===== src/hdl/cbp_pkg.sv =====
// Shared types, constants and colour tables for the colour bar pattern generator.
// No dependencies; imported by every module of the block.

package cbp_pkg;

    localparam int DEF_MAX_WIDTH    = 4096;
    localparam int DEF_MARKER_WIDTH = 8;

    localparam int COL_W     = 12;
    localparam int ROW_W     = 12;
    localparam int FRAME_W   = 24;
    localparam int LINE_W    = 13;
    localparam int SAMPLE_W  = 8;

    // Configuration register indexes
    localparam int CFG_INDEX_W = 4;
    localparam logic [CFG_INDEX_W-1:0] CFG_LINE_WIDTH = 4'd0;
    localparam logic [CFG_INDEX_W-1:0] CFG_USE_BT601  = 4'd1;
    localparam logic [CFG_INDEX_W-1:0] CFG_NO_OFFSET  = 4'd2;
    localparam logic [LINE_W-1:0]      LINE_WIDTH_RST = 13'd1280;

    // Marker step is width/120 + 1, taken by a reciprocal multiply
    localparam int STEP_DIV    = 120;
    localparam int RECIP_SHIFT = 24;
    localparam int RECIP_W     = 18;
    localparam logic [RECIP_W-1:0] RECIP_STEP =
        RECIP_W'(((64'd1 << RECIP_SHIFT) + STEP_DIV - 1) / STEP_DIV);

    // Remainder unit: dividend bits retired per pipeline stage
    localparam int DIV_BITS_PER_STAGE = 4;

    // Colour levels
    localparam logic [SAMPLE_W-1:0] LEVEL_HI    = 8'd235;
    localparam logic [SAMPLE_W-1:0] LEVEL_LO    = 8'd16;
    localparam logic [SAMPLE_W-1:0] MARKER_LUMA = 8'd235;
    localparam logic [SAMPLE_W-1:0] SAMPLE_MAX  = 8'd255;

    // Fixed-point matrix: 24 fraction bits
    localparam int FRAC_BITS = 24;
    localparam int COEF_W    = 25;
    localparam int PROD_W    = COEF_W + SAMPLE_W + 1;
    localparam int ACC_W     = 36;

    localparam longint QC_SCALE = 64'sd16777216;
    localparam longint QC_HALF  = 64'sd127500;
    localparam longint QC_DEN   = 64'sd255000;

    localparam longint QC_46742  = (64'sd46742  * QC_SCALE + QC_HALF) / QC_DEN;
    localparam longint QC_157243 = (64'sd157243 * QC_SCALE + QC_HALF) / QC_DEN;
    localparam longint QC_15874  = (64'sd15874  * QC_SCALE + QC_HALF) / QC_DEN;
    localparam longint QC_25805  = (64'sd25805  * QC_SCALE + QC_HALF) / QC_DEN;
    localparam longint QC_86336  = (64'sd86336  * QC_SCALE + QC_HALF) / QC_DEN;
    localparam longint QC_112141 = (64'sd112141 * QC_SCALE + QC_HALF) / QC_DEN;
    localparam longint QC_112000 = (64'sd112000 * QC_SCALE + QC_HALF) / QC_DEN;
    localparam longint QC_102560 = (64'sd102560 * QC_SCALE + QC_HALF) / QC_DEN;
    localparam longint QC_9440   = (64'sd9440   * QC_SCALE + QC_HALF) / QC_DEN;
    localparam longint QC_65481  = (64'sd65481  * QC_SCALE + QC_HALF) / QC_DEN;
    localparam longint QC_128553 = (64'sd128553 * QC_SCALE + QC_HALF) / QC_DEN;
    localparam longint QC_24966  = (64'sd24966  * QC_SCALE + QC_HALF) / QC_DEN;
    localparam longint QC_37797  = (64'sd37797  * QC_SCALE + QC_HALF) / QC_DEN;
    localparam longint QC_74203  = (64'sd74203  * QC_SCALE + QC_HALF) / QC_DEN;
    localparam longint QC_93786  = (64'sd93786  * QC_SCALE + QC_HALF) / QC_DEN;
    localparam longint QC_18214  = (64'sd18214  * QC_SCALE + QC_HALF) / QC_DEN;

    // [0 = BT.709, 1 = BT.601][Y, Cb, Cr][R, G, B]
    localparam logic signed [COEF_W-1:0] COEF [2][3][3] = '{
        '{
            '{ COEF_W'(QC_46742),   COEF_W'(QC_157243),  COEF_W'(QC_15874)  },
            '{ COEF_W'(-QC_25805),  COEF_W'(-QC_86336),  COEF_W'(QC_112141) },
            '{ COEF_W'(QC_112000),  COEF_W'(-QC_102560), COEF_W'(-QC_9440)  }
        },
        '{
            '{ COEF_W'(QC_65481),   COEF_W'(QC_128553),  COEF_W'(QC_24966)  },
            '{ COEF_W'(-QC_37797),  COEF_W'(-QC_74203),  COEF_W'(QC_112000) },
            '{ COEF_W'(QC_112000),  COEF_W'(-QC_93786),  COEF_W'(-QC_18214) }
        }
    };

    localparam logic signed [ACC_W-1:0] OFF_LUMA   = ACC_W'(64'sd16 <<< FRAC_BITS);
    localparam logic signed [ACC_W-1:0] OFF_CHROMA = ACC_W'(64'sd128 <<< FRAC_BITS);
    localparam logic signed [ACC_W-1:0] ROUND_HALF = ACC_W'(64'sd1 <<< (FRAC_BITS - 1));

    typedef struct packed {
        logic [COL_W-1:0]   column;
        logic [ROW_W-1:0]   row;
        logic [FRAME_W-1:0] frame_number;
    } t_in;

    typedef struct packed {
        logic [SAMPLE_W-1:0] luma;
        logic [SAMPLE_W-1:0] chroma_blue;
        logic [SAMPLE_W-1:0] chroma_red;
        logic                chroma_valid;
    } t_out;

    // Per-item fields that ride alongside the remainder unit
    typedef struct packed {
        logic [COL_W-1:0] col;
        logic             cv;
        logic [2:0]       bar_y;
        logic [2:0]       bar_c;
    } t_side;

    // Index 0 = R, 1 = G, 2 = B
    typedef logic [2:0][SAMPLE_W-1:0] t_rgb;

    // Bar colours: R off on bars 2,3,6,7; G off on 4..7; B off on odd bars
    function automatic t_rgb bar_rgb(input logic [2:0] bar);
        t_rgb c;
        c[0] = bar[1] ? LEVEL_LO : LEVEL_HI;
        c[1] = bar[2] ? LEVEL_LO : LEVEL_HI;
        c[2] = bar[0] ? LEVEL_LO : LEVEL_HI;
        return c;
    endfunction

endpackage


===== src/hdl/cbp_pipe_ctrl.sv =====
// Valid bits and per-stage load enables for the pattern pipeline.
// Uses cbp_pkg; a stage loads when it is empty or the stage after it moves.

module cbp_pipe_ctrl
    import cbp_pkg::*;
#(
    parameter int NUM_STAGES = 14
) (
    input  logic                  i_clk,
    input  logic                  i_rst_n,
    input  logic                  i_in_valid,
    input  logic                  i_out_stall,
    output logic                  o_in_stall,
    output logic [NUM_STAGES-1:0] o_vld,
    output logic [NUM_STAGES-1:0] o_en
);

    logic [NUM_STAGES-1:0] r_vld;
    logic [NUM_STAGES-1:0] w_en;

    // Bubbles collapse: a stage moves if it is empty or its successor moves
    always_comb begin
        w_en[NUM_STAGES-1] = !r_vld[NUM_STAGES-1] || !i_out_stall;
        for (int k = NUM_STAGES - 2; k >= 0; k--) begin
            w_en[k] = !r_vld[k] || w_en[k+1];
        end
    end

    always_ff @(posedge i_clk) begin
        if (!i_rst_n) begin
            r_vld <= '0;
        end else begin
            if (w_en[0]) begin
                r_vld[0] <= i_in_valid;
            end
            for (int k = 1; k < NUM_STAGES; k++) begin
                if (w_en[k]) begin
                    r_vld[k] <= r_vld[k-1];
                end
            end
        end
    end

    assign o_in_stall = !w_en[0];
    assign o_vld      = r_vld;
    assign o_en       = w_en;

endmodule


===== src/hdl/cbp_mod_div.sv =====
// Pipelined restoring remainder unit: marker start = product mod line width.
// Uses cbp_pkg for the side-band item type; stage enables come from cbp_pipe_ctrl.

module cbp_mod_div
    import cbp_pkg::*;
#(
    parameter int PROD_BITS  = 30,
    parameter int WIDTH_BITS = 13,
    parameter int NUM_DIV    = 8
) (
    input  logic                  i_clk,
    input  logic [NUM_DIV-1:0]    i_en,
    input  logic [WIDTH_BITS-1:0] i_width,
    input  logic [PROD_BITS-1:0]  i_prod,
    input  t_side                 i_side,
    output logic [WIDTH_BITS-1:0] o_rem,
    output t_side                 o_side
);

    localparam int DVW = NUM_DIV * DIV_BITS_PER_STAGE;

    logic [WIDTH_BITS-1:0] r_rem  [NUM_DIV];
    logic [DVW-1:0]        r_dvd  [NUM_DIV];
    t_side                 r_side [NUM_DIV];

    for (genvar j = 0; j < NUM_DIV; j++) begin : g_stage
        logic [WIDTH_BITS-1:0] w_rem_in;
        logic [DVW-1:0]        w_dvd_in;
        t_side                 w_side_in;
        logic [WIDTH_BITS-1:0] n_rem;
        logic [DVW-1:0]        n_dvd;

        if (j == 0) begin : g_first
            assign w_rem_in  = '0;
            assign w_dvd_in  = DVW'(i_prod);
            assign w_side_in = i_side;
        end else begin : g_next
            assign w_rem_in  = r_rem[j-1];
            assign w_dvd_in  = r_dvd[j-1];
            assign w_side_in = r_side[j-1];
        end

        // Shift in dividend bits MSB first, subtract the width when it fits
        always_comb begin
            logic [WIDTH_BITS:0] t;
            n_rem = w_rem_in;
            n_dvd = w_dvd_in;
            for (int b = 0; b < DIV_BITS_PER_STAGE; b++) begin
                t     = {n_rem, n_dvd[DVW-1]};
                n_dvd = n_dvd << 1;
                if (t >= {1'b0, i_width}) begin
                    n_rem = WIDTH_BITS'(t - {1'b0, i_width});
                end else begin
                    n_rem = WIDTH_BITS'(t);
                end
            end
        end

        always_ff @(posedge i_clk) begin
            if (i_en[j]) begin
                r_rem[j]  <= n_rem;
                r_dvd[j]  <= n_dvd;
                r_side[j] <= w_side_in;
            end
        end
    end

    assign o_rem  = r_rem[NUM_DIV-1];
    assign o_side = r_side[NUM_DIV-1];

endmodule


===== src/hdl/cbp_ycc.sv =====
// Marker test, bar colour selection and RGB to YCbCr matrix in four stages.
// Uses cbp_pkg for coefficients, colour tables and the result type.

module cbp_ycc
    import cbp_pkg::*;
#(
    parameter int MAX_WIDTH    = DEF_MAX_WIDTH,
    parameter int MARKER_WIDTH = DEF_MARKER_WIDTH
) (
    input  logic                                i_clk,
    input  logic [3:0]                          i_en,
    input  logic                                i_use_bt601,
    input  logic                                i_no_offset,
    input  logic [$clog2(MAX_WIDTH+1)-1:0]      i_start,
    input  t_side                               i_side,
    output t_out                                o_data
);

    localparam int EW   = $clog2(MAX_WIDTH + MARKER_WIDTH);
    localparam int CMPW = (EW > COL_W) ? EW : COL_W;

    typedef struct packed {
        t_rgb rgb_y;
        t_rgb rgb_c;
        logic mark_y;
        logic cv;
    } t_sel;

    typedef struct packed {
        logic mark_y;
        logic cv;
    } t_flags;

    typedef logic signed [PROD_W-1:0] t_prod;
    typedef logic signed [ACC_W-1:0]  t_acc;

    t_sel   n_sel, r_sel;
    t_prod  n_prod [3][3];
    t_prod  r_prod [3][3];
    t_flags r_mul_flags, r_sum_flags;
    t_acc   n_acc  [3];
    t_acc   r_acc  [3];
    t_out   r_out;

    function automatic logic [SAMPLE_W-1:0] clamp_sample(input t_acc a);
        t_acc         rnd;
        t_acc         v;
        logic [SAMPLE_W-1:0] s;
        rnd = a + ROUND_HALF;
        v   = rnd >>> FRAC_BITS;
        if (a < 0) begin
            s = '0;
        end else if (v > t_acc'(SAMPLE_MAX)) begin
            s = SAMPLE_MAX;
        end else begin
            s = SAMPLE_W'(v);
        end
        return s;
    endfunction

    // Stage 1: marker window and bar colours; chroma uses the pair's left pixel
    always_comb begin
        logic [CMPW-1:0] x, sx, lo, hi;
        logic            mark_c;
        x      = CMPW'(i_side.col);
        sx     = CMPW'({i_side.col[COL_W-1:1], 1'b0});
        lo     = CMPW'(i_start);
        hi     = lo + CMPW'(MARKER_WIDTH);
        mark_c = (sx >= lo) && (sx < hi);
        n_sel.mark_y = (x >= lo) && (x < hi);
        n_sel.rgb_y  = bar_rgb(i_side.bar_y);
        n_sel.rgb_c  = mark_c ? {LEVEL_HI, LEVEL_HI, LEVEL_HI} : bar_rgb(i_side.bar_c);
        n_sel.cv     = i_side.cv;
    end

    // Stage 2: one coefficient times one channel level per product
    always_comb begin
        logic [SAMPLE_W-1:0] lvl;
        for (int c = 0; c < 3; c++) begin
            for (int ch = 0; ch < 3; ch++) begin
                lvl = (c == 0) ? r_sel.rgb_y[ch] : r_sel.rgb_c[ch];
                n_prod[c][ch] = PROD_W'(COEF[i_use_bt601][c][ch])
                                * PROD_W'($signed({1'b0, lvl}));
            end
        end
    end

    // Stage 3: offset plus the three products
    always_comb begin
        for (int c = 0; c < 3; c++) begin
            n_acc[c] = ((c == 0) ? (i_no_offset ? t_acc'(0) : OFF_LUMA) : OFF_CHROMA)
                       + t_acc'(r_prod[c][0]) + t_acc'(r_prod[c][1])
                       + t_acc'(r_prod[c][2]);
        end
    end

    always_ff @(posedge i_clk) begin
        if (i_en[0]) begin
            r_sel <= n_sel;
        end
        if (i_en[1]) begin
            r_prod      <= n_prod;
            r_mul_flags <= '{mark_y: r_sel.mark_y, cv: r_sel.cv};
        end
        if (i_en[2]) begin
            r_acc       <= n_acc;
            r_sum_flags <= r_mul_flags;
        end
        // Stage 4: round, clamp, override luma under the marker
        if (i_en[3]) begin
            r_out.luma         <= r_sum_flags.mark_y ? MARKER_LUMA : clamp_sample(r_acc[0]);
            r_out.chroma_blue  <= clamp_sample(r_acc[1]);
            r_out.chroma_red   <= clamp_sample(r_acc[2]);
            r_out.chroma_valid <= r_sum_flags.cv;
        end
    end

    assign o_data = r_out;

endmodule


===== src/hdl/color_bar_pattern_generator_top.sv =====
// Top level of the eight-bar YCbCr colour test pattern generator.
// Depends on cbp_pkg, cbp_pipe_ctrl, cbp_mod_div and cbp_ycc.
//
//  channel | direction | handshake               | payload
//  --------+-----------+-------------------------+-----------------------------
//  in      | input     | i_in_valid / o_in_stall | i_in_data  (t_in)
//  out     | output    | o_out_valid / i_out_stall| o_out_data (t_out)
//  cfg     | input     | i_cfg_valid / o_cfg_ready| i_cfg_index, i_cfg_data
//
// One item per cycle sustained while the output is not stalled; an accepted item
// passes capture, product, ND remainder and four colour stages, where ND is the
// number of remainder stages (product bits / 4, rounded up): 8 at defaults.
// The frame-by-step product mod line width runs 4 bits per stage and sets the depth.
// Synchronous active-low reset clears valid bits and configuration only.
// Stalls ripple back stage by stage; empty stages keep filling while the output waits.

module color_bar_pattern_generator_top
    import cbp_pkg::*;
#(
    parameter int MAX_WIDTH    = DEF_MAX_WIDTH,
    parameter int MARKER_WIDTH = DEF_MARKER_WIDTH
) (
    input  logic                   i_clk,
    input  logic                   i_rst_n,
    input  logic                   i_in_valid,
    output logic                   o_in_stall,
    input  t_in                    i_in_data,
    output logic                   o_out_valid,
    input  logic                   i_out_stall,
    output t_out                   o_out_data,
    input  logic                   i_cfg_valid,
    output logic                   o_cfg_ready,
    input  logic [CFG_INDEX_W-1:0] i_cfg_index,
    input  logic [LINE_W-1:0]      i_cfg_data
);

    localparam int WW       = $clog2(MAX_WIDTH + 1);
    localparam int CW       = (WW > LINE_W) ? WW : LINE_W;
    localparam int STW      = $clog2(MAX_WIDTH / STEP_DIV + 2);
    localparam int PW       = FRAME_W + STW;
    localparam int ND       = (PW + DIV_BITS_PER_STAGE - 1) / DIV_BITS_PER_STAGE;
    localparam int NS       = ND + 6;
    localparam int DIV_LAST = ND + 1;
    localparam int BW0      = $clog2(7 * MAX_WIDTH + 1);
    localparam int BW       = (BW0 > COL_W + 3) ? BW0 : COL_W + 3;

    logic [LINE_W-1:0] r_line_width;
    logic              r_use_bt601;
    logic              r_no_offset;
    logic [STW-1:0]    r_step;
    logic [STW-1:0]    n_step;

    logic [WW-1:0]     w_eff;
    logic [WW+RECIP_W-1:0] w_recip;

    logic [NS-1:0]     w_vld;
    logic [NS-1:0]     w_en;

    t_in               r_s0;
    logic [PW-1:0]     r_prod;
    t_side             r_side;
    t_side             n_side;

    logic [WW-1:0]     w_start;
    t_side             w_div_side;

    function automatic logic [2:0] bar_of(input logic [COL_W-1:0] x,
                                          input logic [WW-1:0] w);
        logic [BW-1:0] x8;
        logic [2:0]    b;
        x8 = BW'({x, 3'b000});
        b  = '0;
        // Count the bar boundaries k*w at or below 8x; saturates at 7
        for (int k = 1; k < 8; k++) begin
            if (x8 >= BW'(k) * BW'(w)) begin
                b = b + 3'd1;
            end
        end
        return b;
    endfunction

    // Configuration registers
    always_ff @(posedge i_clk) begin
        if (!i_rst_n) begin
            r_line_width <= LINE_WIDTH_RST;
            r_use_bt601  <= 1'b0;
            r_no_offset  <= 1'b0;
        end else if (i_cfg_valid && o_cfg_ready) begin
            case (i_cfg_index)
                CFG_LINE_WIDTH: r_line_width <= i_cfg_data;
                CFG_USE_BT601:  r_use_bt601  <= i_cfg_data[0];
                CFG_NO_OFFSET:  r_no_offset  <= i_cfg_data[0];
                default: ;
            endcase
        end
    end

    assign o_cfg_ready = 1'b1;

    // Effective width: zero reads as one, oversize clamps to the maximum
    always_comb begin
        logic [CW-1:0] lw;
        lw = CW'(r_line_width);
        if (lw == '0) begin
            w_eff = WW'(1);
        end else if (lw > CW'(MAX_WIDTH)) begin
            w_eff = WW'(MAX_WIDTH);
        end else begin
            w_eff = WW'(lw);
        end
    end

    assign w_recip = (WW + RECIP_W)'(w_eff) * (WW + RECIP_W)'(RECIP_STEP);
    assign n_step  = STW'(w_recip >> RECIP_SHIFT) + STW'(1);

    // Step follows the configuration; refreshed every cycle
    always_ff @(posedge i_clk) begin
        r_step <= n_step;
    end

    cbp_pipe_ctrl #(
        .NUM_STAGES (NS)
    ) u_ctrl (
        .i_clk       (i_clk),
        .i_rst_n     (i_rst_n),
        .i_in_valid  (i_in_valid),
        .i_out_stall (i_out_stall),
        .o_in_stall  (o_in_stall),
        .o_vld       (w_vld),
        .o_en        (w_en)
    );

    always_comb begin
        n_side.col   = r_s0.column;
        n_side.cv    = !r_s0.row[0] && !r_s0.column[0];
        n_side.bar_y = bar_of(r_s0.column, w_eff);
        n_side.bar_c = bar_of({r_s0.column[COL_W-1:1], 1'b0}, w_eff);
    end

    // Stage 0 captures the item; stage 1 forms frame*step and the bar indexes
    always_ff @(posedge i_clk) begin
        if (w_en[0]) begin
            r_s0 <= i_in_data;
        end
        if (w_en[1]) begin
            r_prod <= PW'(r_s0.frame_number) * PW'(r_step);
            r_side <= n_side;
        end
    end

    cbp_mod_div #(
        .PROD_BITS  (PW),
        .WIDTH_BITS (WW),
        .NUM_DIV    (ND)
    ) u_div (
        .i_clk   (i_clk),
        .i_en    (w_en[DIV_LAST:2]),
        .i_width (w_eff),
        .i_prod  (r_prod),
        .i_side  (r_side),
        .o_rem   (w_start),
        .o_side  (w_div_side)
    );

    cbp_ycc #(
        .MAX_WIDTH    (MAX_WIDTH),
        .MARKER_WIDTH (MARKER_WIDTH)
    ) u_ycc (
        .i_clk        (i_clk),
        .i_en         (w_en[NS-1:NS-4]),
        .i_use_bt601  (r_use_bt601),
        .i_no_offset  (r_no_offset),
        .i_start      (w_start),
        .i_side       (w_div_side),
        .o_data       (o_out_data)
    );

    assign o_out_valid = w_vld[NS-1];

    // Back-pressure only ever comes from a held result
    a_stall_source: assert property (@(posedge i_clk) disable iff (!i_rst_n)
        o_in_stall |-> (o_out_valid && i_out_stall))
        else $error("input stalled without a held result");

    // Marker start leaves the remainder unit below the line width
    a_rem_range: assert property (@(posedge i_clk) disable iff (!i_rst_n)
        w_vld[DIV_LAST] |-> (w_start < w_eff))
        else $error("marker start not reduced below width");

    // An accepted item occupies the first stage on the next cycle
    a_accept_load: assert property (@(posedge i_clk) disable iff (!i_rst_n)
        (i_in_valid && !o_in_stall) |=> w_vld[0])
        else $error("accepted item lost at pipeline entry");

    a_width_range: assert property (@(posedge i_clk) disable iff (!i_rst_n)
        (w_eff != '0) && (WW'(MAX_WIDTH) >= w_eff) && (r_step != '0))
        else $error("effective width or marker step out of range");

endmodule

===== config.mk =====
export PLATFORM = sky130hd
export DESIGN_NAME = color_bar_pattern_generator_top
export DESIGN_NICKNAME = d
export VERILOG_FILES = /design/src/hdl/cbp_pkg.sv /design/src/hdl/cbp_pipe_ctrl.sv /design/src/hdl/cbp_mod_div.sv /design/src/hdl/cbp_ycc.sv /design/src/hdl/color_bar_pattern_generator_top.sv
export SDC_FILE = /design/constraint.sdc
export NUM_CORES = 2
export LEC_CHECK = 0
export BUFFER_PORTS_ARGS = -buffer_cell sky130_fd_sc_hd__buf_2
export CORE_UTILIZATION = 35
export DETAILED_ROUTE_END_ITERATION = 16
export PLACE_DENSITY = 0.46
export SLEW_MARGIN = 25
export SYNTH_ARGS = -nofsm -noshare
export SYNTH_HDL_FRONTEND = slang
export SYNTH_SLANG_ARGS = --single-unit

===== constraint.sdc =====
create_clock -name i_clk -period 15 [get_ports i_clk]
set_input_delay 3 -clock i_clk [delete_from_list [all_inputs] [get_ports i_clk]]
set_output_delay 3 -clock i_clk [all_outputs]
set_load 0.02 [all_outputs]

==> impl_metrics.ini <==
[timing]
setup_violations = 0
maxSlewViolCount = 0
fin_worst_skew_ns = 0.04942
setup_tns_ns = 0
worst_pin_slew_ns = 1.022
clock.fmax_mhz = 74.93
hold_slack_ns = 0.4023
relSlewSlack_pct = 31.56
hold_viol_final = 0
finalCritPeriodShare_pct = 88.97
rsz0062_at_grt = false
period_needed_ns = 13.35

[yosys]
synth_seq_cells = 796
syn-mean-instance-area_sq_um = 10.06
async_flop_share_pct = 0
ys_top_cells_by_area = edfxtp_1, ha_1, fa_1
syn_area_sq_um = 79200
synth_edf_count = 761
syn_inst = 7872
yosys.area.top_type_share_pct = 28.85
synthFlopType = edfxtp_1
yosysWarnings = 0
synth_seq_area_share_pct = 29.74
synth_top_area_cell = edfxtp_1
ys_types = 98

[setup_path]
critPathArrivalTime_ns = 13.81
ff2ff_setup_slack_ns = 1.65
path_max_fanout = 20
r2r_cells = 41
startpoint_type = flip-flop
cp_common_cell = o21ai_0
required_ns = 15.47
r2r_end = u_div.r_rem[1][8]
crit_slowest_cell = a31oi_1
slowest_delay_ns = 0.80
worstSetupPathType = reg -> reg
endpoint_kind = flip-flop
regToRegStartpoint = r_line_width[7]

[hold_path]
hold_depth = 0
hold_path.class = reg -> reg
min_from = u_div.r_dvd[0][42]
min_to = u_div.r_dvd[0][74]

[drt]
drt_pass1_iterations = 12
viasPerCell = 5.213
postRouteAntennaNets = 0
drt_iter0_markers = 2727
drc = 16
totalWireLength_microns = 217900
wire_per_inst_microns = 19.62
vias = 57890

[global_routing]
track_usage_pct = 18.86
antenna_found_initial = 4
grt_overflow_total = 0
grt_pass1_wl_microns = 336500
grt_pass1_vias = 58450
grt_max_degree = 178

[floorplanning]
rows = 174
io_pins = 98
die_w_microns = 477.7
fp.coreArea_sq_um = 224900
start_util_pct = 35.22
die-area_sq_um = 228200
die_height_microns = 477.7

[finish]
syn2layout_area_growth_pct = 9.876
nNetsFinal = 9727
drive_above_1_share_pct = 7.744

[status]
status = finished with violations
violations = design-rule violations

[run]
drv_cap = 0

[cts]
cts_tree = built
cts_resized = 0
clk_latency_ns = 0.78
clk_pin_slew_ns = 0.06
clock_sinks = 796
hold_buffers = 0
clockRootBuffer = clkbuf_16
cts.path.max_buffers = 3
postCtsSetupRepairBufs = 0
cts_max_level = 3
numCtsBuffers = 100

[placement]
port_buffers = 85
dp_hpwl_microns = 169300
globalplace.congestion = 0.8739
[state kept, by name, indices dropped and copies added, names as in the netlist, 6 cells and up]
| register | cells |
|---|---|
| u_ctrl.o_vld | 14 |
| u_ycc.o_data | 25 |
| r_s0 | 25 |
| r_side | 19 |
| u_ycc.r_acc | 37 |
| u_ycc.r_sel | 14 |
| r_prod | 30 |
| r_line_width | 13 |
| n_side | 12 |
| r_step | 6 |
| u_div.r_dvd | 112 |
| u_div.r_rem | 104 |
| u_ycc.r_prod | 227 |
| u_div.r_side | 152 |
[kinds of logic after synthesis]
family / share of synthesized area (%)
simple gates: 11.67
mux: 3.316
flops: 29.74
buf+inv: 4.036
other cells: 0.009482
xor+xnor: 7.196
fa+ha+maj: 29.33
compound gates: 14.70
[critical path, delay by kind of cell, from the launching register on]
family                     cells  cell delay [ns]
muxes                          1             0.24
AOI/OAI and AO/OA             23             7.84
DFF                            1             0.34
adders and majority gates      5             1.40
and+or+nand+nor               12             3.22
[routing by layer]
layer / track usage (%) / up-vias / wire length (microns) / part of all wire [%]
met5: 0 / - / 0 / 0
met1: 23.15 / 27990 / 95440 / 44
met2: 34.26 / 779 / 109800 / 50
met4: 6.139 / 0 / 7152 / 3.3
li1: - / 28840 / - / -
met3: 1.924 / 274 / 5449 / 2.5
[layout make-up]
class,count,area [sq um]
Antenna cell,3,7.507
Clock buffer,118,2675
Clock inverter,69,726.9
Fill cell,22200,137900
Inverter,688,2585
Multi-Input combinational cell,6266,52640
Sequential cell,796,23550
Tap cell,2992,3744
Timing Repair Buffer,172,1091
[how the worst max path moves through the flow]
| stage | from | to | slack (ns) |
|---|---|---|---|
| finish | r_line_width[7] | u_div.r_rem[1][8] | 1.65 |
| floorplan | r_line_width[12] | u_div.r_rem[0][38] | 2.20 |
| global placement | r_line_width[7] | u_div.r_rem[1][6] | 1.89 |
| CTS | r_line_width[7] | u_div.r_rem[1][6] | 1.67 |
| global route | r_line_width[7] | u_div.r_rem[1][6] | 0.44 |
| detailed placement | r_line_width[7] | u_div.r_rem[1][6] | 1.72 |
[metrics by stage]
step | setup WS [ns] | cells | area (sq um) | util (%)
4_1_cts | 1.667 | 11100 | 87020 | 38.69
5_1_grt | 0.4379 | 11100 | 87030 | 38.70
6_report | 1.654 | 11100 | 87030 | 38.70
3_3_place_gp | 1.893 | 10910 | 83600 | 37.17
3_5_place_dp | 1.718 | 10910 | 83610 | 37.18
2_1_floorplan | 2.195 | 7894 | 79290 | -
[placed cells by master, fill, tap and decap left out, types with 29 or more instances in the layout]
master	n
o31ai_1	36
and3_1	66
mux2i_1	64
and2_1	62
o21bai_1	58
a211oi_1	42
o21ai_0	349
o21a_1	101
nand3_1	113
a21oi_1	571
edfxtp_1	761
o211ai_1	40
xnor2_1	427
fa_1	369
nand4_1	126
or2_2	49
mux2_2	151
dfxtp_1	34
buf_2	85
inv_1	672
nor2b_1	137
nand2b_1	77
a21boi_0	38
nand2_1	551
nor2_1	449
nor3_1	140
clkbuf_16	104
a221o_1	29
or3_1	30
a21o_1	222
xor2_1	216
ha_1	1264
a31oi_1	69
buf_4	86
[synthesized netlist by cell type, types with 26 or more instances]
cell      count
a211oi_1     42
a21boi_0     38
a21o_1      222
a21oi_1     572
a221o_1      29
a31oi_1      69
and2_1       62
and3_1       66
clkbuf_1    104
dfxtp_1      35
edfxtp_1    761
fa_1        369
ha_1       1264
inv_1       682
mux2_2      151
mux2i_1      64
nand2_1     565
nand2b_1     77
nand3_1     114
nand4_1     126
nor2_1      450
nor2b_1     142
nor3_1      142
o211ai_1     40
o21a_1      101
o21ai_0     349
o21bai_1     58
o221ai_1     26
o31a_1       26
o31ai_1      37
or2_2        49
or3_1        30
xnor2_1     427
xor2_1      216
Power is not shown: default switching activity piles up to over one toggle a cycle in this logic, so the estimate is an artifact.
